[src/hdl/ppg_pkg.sv]
// Shared types and fixed constants of the plasma pixel generator.
`default_nettype none

package ppg_pkg;

  // Field widths fixed by the interface
  localparam int PIX_W   = 10;
  localparam int TIME_W  = 16;
  localparam int FADE_W  = 10;
  localparam int VAL_W   = 8;

  // Request kinds carried by req_type
  typedef enum logic {
    REQ_PIXEL = 1'b0,
    REQ_FRAME = 1'b1
  } req_e;

  // Reset value of the fade goal, in thousandths
  localparam logic [FADE_W-1:0] FADE_GOAL_RESET = 10'd1000;

  // Depth of the queue between front and back
  localparam int QUEUE_DEPTH = 4;

  // Q30 constants for the sine table build
  localparam longint unsigned PI_Q30  = 64'd3373259426;
  localparam longint unsigned ONE_Q30 = 64'd1073741824;

  // Phase multipliers produce a Q16 table index
  localparam int PHASE_FRAC = 16;

  // Intensity sum: bias of four half-scale offsets
  localparam int PART_W = 10;
  localparam int SUM_W  = 12;
  localparam logic signed [SUM_W-1:0] COLOR_BIAS = 12'sd512;
  localparam int VAL_MAX = 255;

  // floor(p / 1000) == (p * FADE_RECIP) >> FADE_SHIFT for every p below 2^18
  localparam int PROD_W     = VAL_W + FADE_W;
  localparam longint unsigned FADE_RECIP = 64'd268436;
  localparam int FADE_SHIFT = 28;
  localparam int RECIP_W    = $clog2(FADE_RECIP + 1);
  localparam int SCALE_W    = PROD_W + RECIP_W;

  // Queue fill status seen by the front and the back
  typedef struct packed {
    logic full;
    logic empty;
  } q_status_t;

endpackage

`default_nettype wire

[src/hdl/ppg_queue.sv]
// Small flop-based FIFO between the front and the back.
`default_nettype none

module ppg_queue #(
  parameter int WIDTH = 46,
  parameter int DEPTH = 4
) (
  input  logic             clk_i,
  input  logic             rst_ni,
  input  logic             push_i,
  input  logic [WIDTH-1:0] push_data_i,
  input  logic             pop_i,
  output logic [WIDTH-1:0] pop_data_o,
  output ppg_pkg::q_status_t status_o
);
  import ppg_pkg::*;

  localparam int PTR_W = (DEPTH > 1) ? $clog2(DEPTH) : 1;
  localparam int CNT_W = $clog2(DEPTH + 1);

  logic [WIDTH-1:0] mem_q [DEPTH];
  logic [PTR_W-1:0] wr_ptr_q, wr_ptr_d, rd_ptr_q, rd_ptr_d;
  logic [CNT_W-1:0] count_q, count_d;

  // pointer wrap and fill count
  always_comb begin
    wr_ptr_d = wr_ptr_q;
    rd_ptr_d = rd_ptr_q;
    count_d  = count_q;
    if (push_i) begin
      wr_ptr_d = (wr_ptr_q == PTR_W'(DEPTH - 1)) ? '0 : wr_ptr_q + 1'b1;
    end
    if (pop_i) begin
      rd_ptr_d = (rd_ptr_q == PTR_W'(DEPTH - 1)) ? '0 : rd_ptr_q + 1'b1;
    end
    if (push_i && !pop_i) begin
      count_d = count_q + 1'b1;
    end else if (!push_i && pop_i) begin
      count_d = count_q - 1'b1;
    end
  end

  always_ff @(posedge clk_i or negedge rst_ni) begin
    if (!rst_ni) begin
      wr_ptr_q <= '0;
      rd_ptr_q <= '0;
      count_q  <= '0;
    end else begin
      wr_ptr_q <= wr_ptr_d;
      rd_ptr_q <= rd_ptr_d;
      count_q  <= count_d;
    end
  end

  // storage, no reset
  always_ff @(posedge clk_i) begin
    if (push_i) begin
      mem_q[wr_ptr_q] <= push_data_i;
    end
  end

  assign pop_data_o     = mem_q[rd_ptr_q];
  assign status_o.full  = (count_q == CNT_W'(DEPTH));
  assign status_o.empty = (count_q == '0);

endmodule

`default_nettype wire

[src/hdl/ppg_front.sv]
// Front end: input handshake, request decode, fade stepping and config register.
`default_nettype none

module ppg_front #(
  parameter int X_W = 10
) (
  input  logic                        clk_i,
  input  logic                        rst_ni,
  input  logic                        in_valid_i,
  output logic                        in_stall_o,
  input  logic                        req_type_i,
  input  logic [ppg_pkg::PIX_W-1:0]   pix_x_i,
  input  logic [ppg_pkg::PIX_W-1:0]   pix_y_i,
  input  logic [ppg_pkg::TIME_W-1:0]  time_count_i,
  input  logic                        cfg_valid_i,
  output logic                        cfg_ready_o,
  input  logic [ppg_pkg::FADE_W-1:0]  cfg_data_i,
  input  ppg_pkg::q_status_t          q_status_i,
  output logic                        q_push_o,
  output logic [2*X_W+ppg_pkg::TIME_W+ppg_pkg::FADE_W-1:0] q_data_o
);
  import ppg_pkg::*;

  logic              in_xfer;
  logic [FADE_W-1:0] fade_goal_q, fade_goal_d;
  logic [FADE_W-1:0] fade_level_q, fade_level_d;

  assign in_stall_o  = q_status_i.full;
  assign cfg_ready_o = 1'b1;
  assign in_xfer     = in_valid_i && !q_status_i.full;

  // pixel requests go to the back with the fade level current at transfer
  assign q_push_o = in_xfer && (req_type_i == REQ_PIXEL);
  assign q_data_o = {pix_x_i[X_W-1:0], pix_y_i[X_W-1:0], time_count_i, fade_level_q};

  // fade goal register
  always_comb begin
    fade_goal_d = fade_goal_q;
    if (cfg_valid_i && cfg_ready_o) begin
      fade_goal_d = cfg_data_i;
    end
  end

  // frame advance steps the level one count toward the goal
  always_comb begin
    fade_level_d = fade_level_q;
    if (in_xfer && (req_type_i == REQ_FRAME)) begin
      if (fade_level_q < fade_goal_q) begin
        fade_level_d = fade_level_q + 1'b1;
      end else if (fade_level_q > fade_goal_q) begin
        fade_level_d = fade_level_q - 1'b1;
      end
    end
  end

  always_ff @(posedge clk_i or negedge rst_ni) begin
    if (!rst_ni) begin
      fade_goal_q  <= FADE_GOAL_RESET;
      fade_level_q <= '0;
    end else begin
      fade_goal_q  <= fade_goal_d;
      fade_level_q <= fade_level_d;
    end
  end

endmodule

`default_nettype wire

[src/hdl/ppg_isqrt.sv]
// Pipelined floor square root, one root bit per stage, with a sideband.
`default_nettype none

module ppg_isqrt #(
  parameter int IN_W   = 21,
  parameter int SIDE_W = 20
) (
  input  logic                     clk_i,
  input  logic                     rst_ni,
  input  logic                     adv_i,
  input  logic                     valid_i,
  input  logic [IN_W-1:0]          rad_i,
  input  logic [SIDE_W-1:0]        side_i,
  output logic                     valid_o,
  output logic [(IN_W+1)/2-1:0]    root_o,
  output logic [SIDE_W-1:0]        side_o
);
  import ppg_pkg::*;

  localparam int ROOT_W = (IN_W + 1) / 2;
  localparam int RW     = 2 * ROOT_W + 1;

  logic [ROOT_W-1:0] vld_q;
  logic [IN_W-1:0]   rem_q  [ROOT_W];
  logic [RW-1:0]     root_q [ROOT_W];
  logic [SIDE_W-1:0] side_q [ROOT_W];

  for (genvar s = 0; s < ROOT_W; s++) begin : g_stage
    localparam logic [RW-1:0] STEP_BIT = RW'(1) << (2 * (ROOT_W - 1 - s));

    logic              vld_in;
    logic [IN_W-1:0]   rem_in, rem_d;
    logic [RW-1:0]     root_in, root_d, trial;
    logic [SIDE_W-1:0] side_in;

    if (s == 0) begin : g_first
      assign vld_in  = valid_i;
      assign rem_in  = rad_i;
      assign root_in = '0;
      assign side_in = side_i;
    end else begin : g_next
      assign vld_in  = vld_q[s-1];
      assign rem_in  = rem_q[s-1];
      assign root_in = root_q[s-1];
      assign side_in = side_q[s-1];
    end

    // one digit of the restoring square root
    always_comb begin
      trial = root_in + STEP_BIT;
      if (RW'(rem_in) >= trial) begin
        rem_d  = rem_in - IN_W'(trial);
        root_d = (root_in >> 1) + STEP_BIT;
      end else begin
        rem_d  = rem_in;
        root_d = root_in >> 1;
      end
    end

    always_ff @(posedge clk_i or negedge rst_ni) begin
      if (!rst_ni) begin
        vld_q[s] <= 1'b0;
      end else if (adv_i) begin
        vld_q[s] <= vld_in;
      end
    end

    always_ff @(posedge clk_i) begin
      if (adv_i) begin
        rem_q[s]  <= rem_d;
        root_q[s] <= root_d;
        side_q[s] <= side_in;
      end
    end
  end

  assign valid_o = vld_q[ROOT_W-1];
  assign root_o  = root_q[ROOT_W-1][ROOT_W-1:0];
  assign side_o  = side_q[ROOT_W-1];

endmodule

`default_nettype wire

[src/hdl/ppg_back.sv]
// Back end: sine-term pipeline, clamp, fade scaling and output register.
`default_nettype none

module ppg_back #(
  parameter int X_W              = 10,
  parameter int SINE_TABLE_DEPTH = 1024
) (
  input  logic                        clk_i,
  input  logic                        rst_ni,
  input  ppg_pkg::q_status_t          q_status_i,
  input  logic [2*X_W+ppg_pkg::TIME_W+ppg_pkg::FADE_W-1:0] q_data_i,
  output logic                        q_pop_o,
  output logic                        out_valid_o,
  input  logic                        out_stall_i,
  output logic [ppg_pkg::VAL_W-1:0]   pixel_value_o
);
  import ppg_pkg::*;

  localparam int QW      = 2 * X_W + TIME_W + FADE_W;
  localparam int LOG_D   = $clog2(SINE_TABLE_DEPTH);
  localparam int QUARTER = SINE_TABLE_DEPTH / 4;
  localparam int QTAB_N  = QUARTER + 1;
  localparam int QIDX_W  = LOG_D - 1;

  // argument widths
  localparam int ARG_A_W = ((X_W > TIME_W) ? X_W : TIME_W) + 1;
  localparam int ARG_C_W = ARG_A_W + 1;
  localparam int SQ_W    = 2 * X_W + 1;
  localparam int ROOT_W  = (SQ_W + 1) / 2;
  localparam int SIDE_W  = PART_W + FADE_W;

  // phase multipliers round(2^16 * D / (2 pi div)) for div 16 and 8
  localparam longint unsigned K_DEN16 = 2 * PI_Q30 * 16;
  localparam longint unsigned K_DEN8  = 2 * PI_Q30 * 8;
  localparam longint unsigned K16 =
    ((64'(SINE_TABLE_DEPTH) << 46) + K_DEN16 / 2) / K_DEN16;
  localparam longint unsigned K8 =
    ((64'(SINE_TABLE_DEPTH) << 46) + K_DEN8 / 2) / K_DEN8;
  localparam int K16_W = $clog2(K16 + 1);
  localparam int K8_W  = $clog2(K8 + 1);
  localparam int MA_W  = ARG_A_W + K16_W;
  localparam int MC_W  = ARG_C_W + K16_W;
  localparam int MD_W  = ROOT_W + K8_W;

  localparam longint unsigned QS_DEN = 64'(2 * SINE_TABLE_DEPTH);

  typedef logic [7:0] qtab_t [QTAB_N];

  // quarter-wave table: round(128 * sin(2 pi j / D)), Q30 Taylor series
  function automatic qtab_t build_qtab();
    qtab_t tab;
    longint unsigned m, xq, x2, term, pos, neg, s;
    int j;
    for (j = 0; j < QTAB_N; j++) begin
      m    = 64'(4 * j);
      xq   = (m * PI_Q30 + 64'(SINE_TABLE_DEPTH)) / QS_DEN;
      x2   = (xq * xq) >> 30;
      term = xq;
      pos  = xq;
      neg  = 0;
      term = ((term * x2) >> 30) / 6;   neg += term;
      term = ((term * x2) >> 30) / 20;  pos += term;
      term = ((term * x2) >> 30) / 42;  neg += term;
      term = ((term * x2) >> 30) / 72;  pos += term;
      term = ((term * x2) >> 30) / 110; neg += term;
      term = ((term * x2) >> 30) / 156; pos += term;
      term = ((term * x2) >> 30) / 210; neg += term;
      term = ((term * x2) >> 30) / 272; pos += term;
      term = ((term * x2) >> 30) / 342; neg += term;
      s = (pos > neg) ? pos - neg : 64'd0;
      tab[j] = 8'((s * 128 + (ONE_Q30 >> 1)) >> 30);
    end
    return tab;
  endfunction

  localparam qtab_t QTAB = build_qtab();

  // full-wave lookup by quadrant mirroring
  function automatic logic signed [8:0] sine_lookup(input logic [LOG_D-1:0] idx);
    logic [QIDX_W-1:0] low;
    logic [QIDX_W-1:0] mi;
    logic signed [8:0] mag;
    low = QIDX_W'(idx[LOG_D-3:0]);
    mi  = idx[LOG_D-2] ? QIDX_W'(QUARTER) - low : low;
    mag = $signed({1'b0, QTAB[mi]});
    return idx[LOG_D-1] ? -mag : mag;
  endfunction

  // pipeline advances unless a finished result is held by the stall
  logic adv;
  assign adv     = !out_valid_o || !out_stall_i;
  assign q_pop_o = adv && !q_status_i.empty;

  // queue entry fields
  logic [X_W-1:0]    e_x, e_y;
  logic [TIME_W-1:0] e_t;
  logic [FADE_W-1:0] e_fade;
  assign {e_x, e_y, e_t, e_fade} = q_data_i;

  // stage 1: arguments and squares
  logic                s1_valid_q;
  logic [ARG_A_W-1:0]  s1_arg_a_q, s1_arg_b_q;
  logic [ARG_C_W-1:0]  s1_arg_c_q;
  logic [2*X_W-1:0]    s1_xsq_q, s1_ysq_q;
  logic [FADE_W-1:0]   s1_fade_q;

  // stage 2: table indexes and radicand
  logic                s2_valid_q;
  logic [LOG_D-1:0]    s2_idx_a_q, s2_idx_b_q, s2_idx_c_q;
  logic [SQ_W-1:0]     s2_sq_q;
  logic [FADE_W-1:0]   s2_fade_q;
  logic [MA_W-1:0]     prod_a, prod_b;
  logic [MC_W-1:0]     prod_c;

  // stage 3: partial sum of three terms
  logic                    s3_valid_q;
  logic signed [PART_W-1:0] s3_part_q, part_d;
  logic [SQ_W-1:0]         s3_sq_q;
  logic [FADE_W-1:0]       s3_fade_q;

  // square root pipeline
  logic                    r_valid;
  logic [ROOT_W-1:0]       r_root;
  logic [SIDE_W-1:0]       r_side;

  // stage 4: radial index
  logic                     s4_valid_q;
  logic [LOG_D-1:0]         s4_idx_d_q;
  logic signed [PART_W-1:0] s4_part_q;
  logic [FADE_W-1:0]        s4_fade_q;
  logic [MD_W-1:0]          prod_d;

  // stage 5: clamped color
  logic                     s5_valid_q;
  logic [VAL_W-1:0]         s5_color_q, color_d;
  logic [FADE_W-1:0]        s5_fade_q;
  logic signed [SUM_W-1:0]  sum_d;
  logic [SUM_W-3:0]         quot;

  // stage 6 and 7: fade product and reciprocal scaling
  logic                     s6_valid_q;
  logic [PROD_W-1:0]        s6_prod_q;
  logic                     s7_valid_q;
  logic [SCALE_W-1:0]       s7_scale_q;
  logic [SCALE_W-FADE_SHIFT-1:0] scaled;
  logic [VAL_W-1:0]         pixel_d;

  assign prod_a = MA_W'(s1_arg_a_q) * MA_W'(K16);
  assign prod_b = MA_W'(s1_arg_b_q) * MA_W'(K8);
  assign prod_c = MC_W'(s1_arg_c_q) * MC_W'(K16);

  assign part_d = PART_W'(sine_lookup(s2_idx_a_q)) + PART_W'(sine_lookup(s2_idx_b_q))
                + PART_W'(sine_lookup(s2_idx_c_q));

  assign prod_d = MD_W'(r_root) * MD_W'(K8);

  // final sum, divide by four, clamp
  always_comb begin
    sum_d = COLOR_BIAS + SUM_W'(s4_part_q) + SUM_W'(sine_lookup(s4_idx_d_q));
    quot  = sum_d[SUM_W-1:2];
    if (sum_d < 0) begin
      color_d = '0;
    end else if (quot > (SUM_W-2)'(VAL_MAX)) begin
      color_d = VAL_W'(VAL_MAX);
    end else begin
      color_d = quot[VAL_W-1:0];
    end
  end

  // divide by 1000 and saturate
  assign scaled  = s7_scale_q[SCALE_W-1:FADE_SHIFT];
  assign pixel_d = (scaled > (SCALE_W-FADE_SHIFT)'(VAL_MAX)) ? VAL_W'(VAL_MAX)
                                                           : scaled[VAL_W-1:0];

  ppg_isqrt #(
    .IN_W   (SQ_W),
    .SIDE_W (SIDE_W)
  ) u_isqrt (
    .clk_i   (clk_i),
    .rst_ni  (rst_ni),
    .adv_i   (adv),
    .valid_i (s3_valid_q),
    .rad_i   (s3_sq_q),
    .side_i  ({s3_part_q, s3_fade_q}),
    .valid_o (r_valid),
    .root_o  (r_root),
    .side_o  (r_side)
  );

  // valid chain
  always_ff @(posedge clk_i or negedge rst_ni) begin
    if (!rst_ni) begin
      s1_valid_q  <= 1'b0;
      s2_valid_q  <= 1'b0;
      s3_valid_q  <= 1'b0;
      s4_valid_q  <= 1'b0;
      s5_valid_q  <= 1'b0;
      s6_valid_q  <= 1'b0;
      s7_valid_q  <= 1'b0;
      out_valid_o <= 1'b0;
    end else if (adv) begin
      s1_valid_q  <= !q_status_i.empty;
      s2_valid_q  <= s1_valid_q;
      s3_valid_q  <= s2_valid_q;
      s4_valid_q  <= r_valid;
      s5_valid_q  <= s4_valid_q;
      s6_valid_q  <= s5_valid_q;
      s7_valid_q  <= s6_valid_q;
      out_valid_o <= s7_valid_q;
    end
  end

  // datapath registers
  always_ff @(posedge clk_i) begin
    if (adv) begin
      s1_arg_a_q    <= ARG_A_W'(e_x) + ARG_A_W'(e_t);
      s1_arg_b_q    <= ARG_A_W'(e_y) + ARG_A_W'(e_t);
      s1_arg_c_q    <= ARG_C_W'(e_x) + ARG_C_W'(e_y) + (ARG_C_W'(e_t) << 1);
      s1_xsq_q      <= (2*X_W)'(e_x) * (2*X_W)'(e_x);
      s1_ysq_q      <= (2*X_W)'(e_y) * (2*X_W)'(e_y);
      s1_fade_q     <= e_fade;

      s2_idx_a_q    <= prod_a[PHASE_FRAC +: LOG_D];
      s2_idx_b_q    <= prod_b[PHASE_FRAC +: LOG_D];
      s2_idx_c_q    <= prod_c[PHASE_FRAC +: LOG_D];
      s2_sq_q       <= SQ_W'(s1_xsq_q) + SQ_W'(s1_ysq_q);
      s2_fade_q     <= s1_fade_q;

      s3_part_q     <= part_d;
      s3_sq_q       <= s2_sq_q;
      s3_fade_q     <= s2_fade_q;

      s4_idx_d_q    <= prod_d[PHASE_FRAC +: LOG_D];
      s4_part_q     <= $signed(r_side[SIDE_W-1:FADE_W]);
      s4_fade_q     <= r_side[FADE_W-1:0];

      s5_color_q    <= color_d;
      s5_fade_q     <= s4_fade_q;

      s6_prod_q     <= PROD_W'(s5_color_q) * PROD_W'(s5_fade_q);

      s7_scale_q    <= SCALE_W'(s6_prod_q) * SCALE_W'(FADE_RECIP);

      pixel_value_o <= pixel_d;
    end
  end

endmodule

`default_nettype wire

[src/hdl/plasma_pixel_generator_core.sv]
// Top level of the sine plasma pixel generator.
`default_nettype none

// Takes one request per clock over a valid/stall channel while in_stall_o is
// low. A pixel request returns one faded intensity on the output channel, in
// request order; a frame request steps the fade level one count toward
// fade_goal and returns nothing. Sustained rate is one request per clock while
// out_stall_i holds no result. A four-entry queue sits between the request
// decoder and the pixel pipeline; in_stall_o rises only after the queue fills
// while a result is held by out_stall_i. Each pixel uses the fade level in
// effect when it was transferred. fade_goal is written through the cfg port,
// always ready; the user must write it only while no request is in flight, as
// the block does not enforce this.

module plasma_pixel_generator_core #(
  parameter int COORD_BITS       = 10,
  parameter int SINE_TABLE_DEPTH = 1024
) (
  input  logic                        clk_i,
  input  logic                        rst_ni,
  input  logic                        in_valid_i,
  output logic                        in_stall_o,
  input  logic                        req_type_i,
  input  logic [ppg_pkg::PIX_W-1:0]   pix_x_i,
  input  logic [ppg_pkg::PIX_W-1:0]   pix_y_i,
  input  logic [ppg_pkg::TIME_W-1:0]  time_count_i,
  output logic                        out_valid_o,
  input  logic                        out_stall_i,
  output logic [ppg_pkg::VAL_W-1:0]   pixel_value_o,
  input  logic                        cfg_valid_i,
  output logic                        cfg_ready_o,
  input  logic [ppg_pkg::FADE_W-1:0]  cfg_data_i
);
  import ppg_pkg::*;

  // COORD_BITS is capped at the port width; coordinate bits above it are ignored
  localparam int X_W = (COORD_BITS < PIX_W) ? COORD_BITS : PIX_W;
  localparam int QW  = 2 * X_W + TIME_W + FADE_W;

  q_status_t     q_status;
  logic          q_push, q_pop;
  logic [QW-1:0] q_wdata, q_rdata;

  ppg_front #(
    .X_W (X_W)
  ) u_front (
    .clk_i        (clk_i),
    .rst_ni       (rst_ni),
    .in_valid_i   (in_valid_i),
    .in_stall_o   (in_stall_o),
    .req_type_i   (req_type_i),
    .pix_x_i      (pix_x_i),
    .pix_y_i      (pix_y_i),
    .time_count_i (time_count_i),
    .cfg_valid_i  (cfg_valid_i),
    .cfg_ready_o  (cfg_ready_o),
    .cfg_data_i   (cfg_data_i),
    .q_status_i   (q_status),
    .q_push_o     (q_push),
    .q_data_o     (q_wdata)
  );

  ppg_queue #(
    .WIDTH (QW),
    .DEPTH (QUEUE_DEPTH)
  ) u_queue (
    .clk_i       (clk_i),
    .rst_ni      (rst_ni),
    .push_i      (q_push),
    .push_data_i (q_wdata),
    .pop_i       (q_pop),
    .pop_data_o  (q_rdata),
    .status_o    (q_status)
  );

  ppg_back #(
    .X_W              (X_W),
    .SINE_TABLE_DEPTH (SINE_TABLE_DEPTH)
  ) u_back (
    .clk_i         (clk_i),
    .rst_ni        (rst_ni),
    .q_status_i    (q_status),
    .q_data_i      (q_rdata),
    .q_pop_o       (q_pop),
    .out_valid_o   (out_valid_o),
    .out_stall_i   (out_stall_i),
    .pixel_value_o (pixel_value_o)
  );

endmodule

`default_nettype wire

[config.mk]
export PLATFORM = sky130hd
export DESIGN_NAME = plasma_pixel_generator_core
export DESIGN_NICKNAME = d
export VERILOG_FILES = /design/src/hdl/ppg_pkg.sv /design/src/hdl/ppg_queue.sv /design/src/hdl/ppg_front.sv /design/src/hdl/ppg_isqrt.sv /design/src/hdl/ppg_back.sv /design/src/hdl/plasma_pixel_generator_core.sv
export SDC_FILE = /design/constraint.sdc
export NUM_CORES = 2
export LEC_CHECK = 0
export CAP_MARGIN = 20
export CORE_ASPECT_RATIO = 0.9
export CORE_MARGIN = 3
export CORE_UTILIZATION = 50
export CTS_BUF_LIST = sky130_fd_sc_hd__clkbuf_4 sky130_fd_sc_hd__clkbuf_8 sky130_fd_sc_hd__clkbuf_16
export DETAILED_ROUTE_END_ITERATION = 12
export DONT_BUFFER_PORTS = 1
export GPL_ROUTABILITY_DRIVEN = 0
export HOLD_SLACK_MARGIN = 0.08
export SYNTH_ARGS = -nofsm -noshare
export SYNTH_HDL_FRONTEND = slang
export SYNTH_SLANG_ARGS = --single-unit
[constraint.sdc]
create_clock -name clk_i -period 54.9 [get_ports clk_i]
set_clock_uncertainty 0.15 [all_clocks]
set_input_delay 10.98 -clock clk_i [delete_from_list [all_inputs] [get_ports clk_i]]
set_output_delay 10.98 -clock clk_i [all_outputs]
set_load 0.01 [all_outputs]
==> results.txt <==
- Met3 usage in global routing: ~3.1%
* Post-synth top area cell: edfxtp_1
- Cell with the most instances on the worst path: buf_4
- After clock tree synthesis, the clock-pin slew on the worst setup and hold paths is 60 ps.
- Met1 Resource Use GR: between 20% and 30%
* Sinks on the clock net: 1,011
* Arithmetic-cell share of the synthesized area counting full adders, half adders and majority gates: 28.6%
* Fraction of synthesized cell area in xor and xnor cells: ~4.3%
* Critical path arrival: 15,150 ps
* Yosys synthesis warning count: 0
- Std-Cell Core Area: 0.142 mm2
- Final ANT Viol Nets: 0
- The placed instances occupy a cell area of 0.0738 mm2.
- Slowest-stage cell, CP: buf_4
- In the final layout, the share of cells above drive strength 1 is 6.34%.
* Transition time at the pin with the least slew margin: 1100 ps
- Detailed placement finished with a half-perimeter wire length of 103,000 um.
* Area growth from synthesis to final layout: 7.85%
- Antenna violations before repair: 0
* Starting density of the core: between 50 and 60%
- Clock tree from TritonCTS: built
- Boundary Pins: 63
* Synthesized area divided by synthesized cell count: 12.0 um2
- Most common cell after layout, fill and taps aside: edfxtp_1
- Number of H-tree levels: 3
- Summing the areas of all and, or, nand and nor instances in the mapped netlist gives about 7.7% of the synthesized area.
- In this run the tightest slew margin relative to its limit is 26.8%.
* CP max FO: 160
- For this run, the slowest stage of the critical path takes 830 ps.
- After clock tree synthesis, the setup repair step added 0 buffers.
* DRC errors left: 0
- Number of placed instances, taps included: 7,720
* Total number of cells along the worst setup path: 7
* Clock period minus final worst setup slack: approximately 15,000 ps
- Cts repair resizes: 0
* I/O Buffers: 0
* Proportion of register bits with asynchronous set or reset after synthesis: 4.55%
* Main combinational cell family by area after synthesis: adder cells
- Overall Global Routing Usage: between 10% and 20%
- For this block, the initial DRC count from the detailed router was 2,761.
- Final Non-Filler Cells: just under 8,000
- Flip-flop cell with the highest count after synthesis: edfxtp_1
- Maximum frequency from static timing analysis: 67.1 MHz
* Die height: 365 um
* Number of CTS-inserted buffers: roughly 110
- Number of flip-flops and latches in the synthesized netlist: 1,011
- Setup repair after global routing missed its margin: false
* Fraction of the mapped netlist area in compound gates: 9.14%
- Setup violations remaining at the end of the flow were counted as 0.
- GRT Residual Overflow: 0
- Final period utilization: 27.2%
- Max-cap viol count: 0
- The share of synthesized area in the top cell type comes to roughly two fifths.
- The worst register-to-register path has a depth of 22.
- Pre-Repair DR Iteration Count: 6
- The die covers about 0.15 mm2.
* Setup tns final: 0 ps
- The clock passes through at most 3 buffers.
- The global routing stage identified its most utilized layer as met2.
* Width of the die: 405 um
- Worst Setup Slack, final: 39,990 ps
- Global-route wire length before repair: around 230,000 um
* Part of the Yosys area used for sequential elements: 42.0%
- The run finished with clean final reports.
- Data required time at the worst endpoint: 55,130 ps
- The worst setup path is of the in -> reg kind.
- Hold Vio Cnt, Final: 0
- Top area cells in the synthesized netlist: edfxtp_1 (40%), fa_1 (14%), ha_1 (14%)
- Along the worst hold path, the cell count comes to 0.
* Global routing usage on met2: 32.7%
- Endpoint type of the worst setup path: register
- Largest net degree at the start of global routing: 193
- Per-cell via count in the routed design: 5.40
- Walking the worst path, the cells encountered are nand2_4, buf_4, buf_12, buf_4, buf_4, buf_4, buf_16.
- Type of the most critical hold path: reg -> reg
* Syn nets: 7,361
* Count of unique library cells instantiated by Yosys: 96
* Number of buffers and inverters on the critical path: 6
- The max-slew violation total from the final report is 0.
- In the final routed layout, each cell accounts on average for 17.4 um.
* Share of cell area taken by muxes after synthesis: about 2.5%
- Crit start category: input pin
- In this run, synthesis inferred a little under 1,000 flip-flops with an integrated enable.
* Routed wire length: 138,000 um
* Count of standard-cell rows: roughly 130
- The number of global-route vias before repair came to around 44,000.
* Source-to-sink clock delay at the later pin of the worst-skew pair: about 750 ps
* Post-route cell area: 0.0773 mm2
- Buffer cell driving the clock tree root: clkbuf_16
- The final route contains 42,779 vias.
- At the placement stage, the worst setup path has a slack of 38,900 ps.
- In this run the cell area of the synthesized design comes to 0.0717 mm2.
* Delay-heaviest family, CP: buffers and inverters
* CTS Hold Bufs: 0
- After technology mapping, the gate count stands at 5,980.
- Leaving out fill and tap cells, the most frequent cells in the layout are edfxtp_1 (965), inv_1 (885), ha_1 (812).
- At the end of the flow, the number of nets in the layout was 7,351.
synth_stat cells (10+ instances only):
cell       number
clkbuf_1      120
or2_2          16
nor3_1         91
o2111ai_1      17
a311oi_1       14
nand2b_1       50
dfrtp_1        40
o311ai_0       24
a21boi_0       20
nor4_1         28
and3_1         27
and2_1        112
nand3_1        77
or3_1          24
a31oi_1        27
o21bai_1       32
o21ai_0       232
a21oi_1       246
buf_2          29
a221oi_1       16
ha_1          812
a21o_1         61
a221o_1        11
mux4_2         49
o211ai_1       36
edfxtp_1      965
o31ai_1        27
nand2_1       307
xor2_1         99
nor2_1        266
o22ai_1        15
xnor2_1       240
o21a_1         43
inv_1         885
mux2i_1        18
o221ai_1       12
o41ai_1        10
buf_1          13
fa_1          517
nand4_1        28
nor4b_1        11
nor2b_1        46
a211oi_1       39
mux2_2         47
cells by family after synthesis:
kind of cell,count (synthesis)
and+or+nand+nor,1129
AOI/OAI and AO/OA,992
adders and majority gates,1329
other,2
DFF,1011
buffers and inverters,1056
muxes,114
xor gates and xnor gates,347
per-stage QoR:
step           util (%)  hold WS, ps
3_3_place_gp       51.9          250
6_report           54.4          248
2_1_floorplan         -          250
4_1_cts            54.4          245
3_5_place_dp       51.9          255
5_1_grt            54.4          258
cell type report:
type	count	area, um2
Tap cell	1862	2330
Sequential cell	1011	30100
Fill cell	12062	64800
Timing Repair Buffer	49	410
Inverter	889	3340
Clock inverter	79	786
Multi-Input combinational cell	3913	37600
Antenna cell	1	2.50
Clock buffer	114	2710
per-layer routing:
layer / part of all wire (%) / vias to the layer above
met5: 0 / -
met4: 2.6 / 0
met3: 4.0 / 192
met2: 49 / 734
met1: 45 / 20853
li1: - / 21000
path summary, 6_finish.rpt:
path / startpoint / to / slack, ps
max: out_stall_i / u_back.u_isqrt.side_q[8][19]$_DFFE_PP_ / 39990
min: u_back.s2_sq_q[15]$_DFFE_PP_ / u_back.s3_sq_q[15]$_DFFE_PP_ / 250
max reg2reg: u_queue.rd_ptr_q[0]$_DFFE_PN0P_ / u_back.s1_xsq_q[19]$_DFFE_PP_ / 47130
min reg2reg: u_back.s2_sq_q[15]$_DFFE_PP_ / u_back.s3_sq_q[15]$_DFFE_PP_ / 250
max in group asynchronous: rst_ni / u_front.fade_goal_q[3]$_DFFE_PN1P_ / 44650
min in group asynchronous: rst_ni / u_front.fade_goal_q[4]$_DFFE_PN0P_ / 9770
worst register-to-register path, delay by kind of cell (launching register included):
family | cells | cell delay [ps]
adder cells (fa/ha/maj) | 6 | 2660
AO/OA/AOI/OAI | 7 | 1470
buffers and inverters | 4 | 1150
multiplexers | 1 | 810
flip-flops | 1 | 650
AND/OR/NAND/NOR | 3 | 480
XOR/XNOR | 1 | 130
state kept, by name, summed over array words and instances (netlist names), 17 cells and up:
name                   cells
u_back.s3_sq_q            21
u_back.u_isqrt.rem_q     210
u_back.s6_prod_q          18
u_back.s1_arg_b_q         17
u_back.u_isqrt.side_q    220
u_back.s1_ysq_q           19
u_back.s2_sq_q            21
u_queue.mem_q            184
u_back.s1_arg_c_q         18
u_back.u_isqrt.root_q     66
u_back.s1_arg_a_q         17
u_back.s1_xsq_q           19
Power is not shown: default switching activity piles up to over one toggle a cycle in this logic, so the estimate is an artifact.
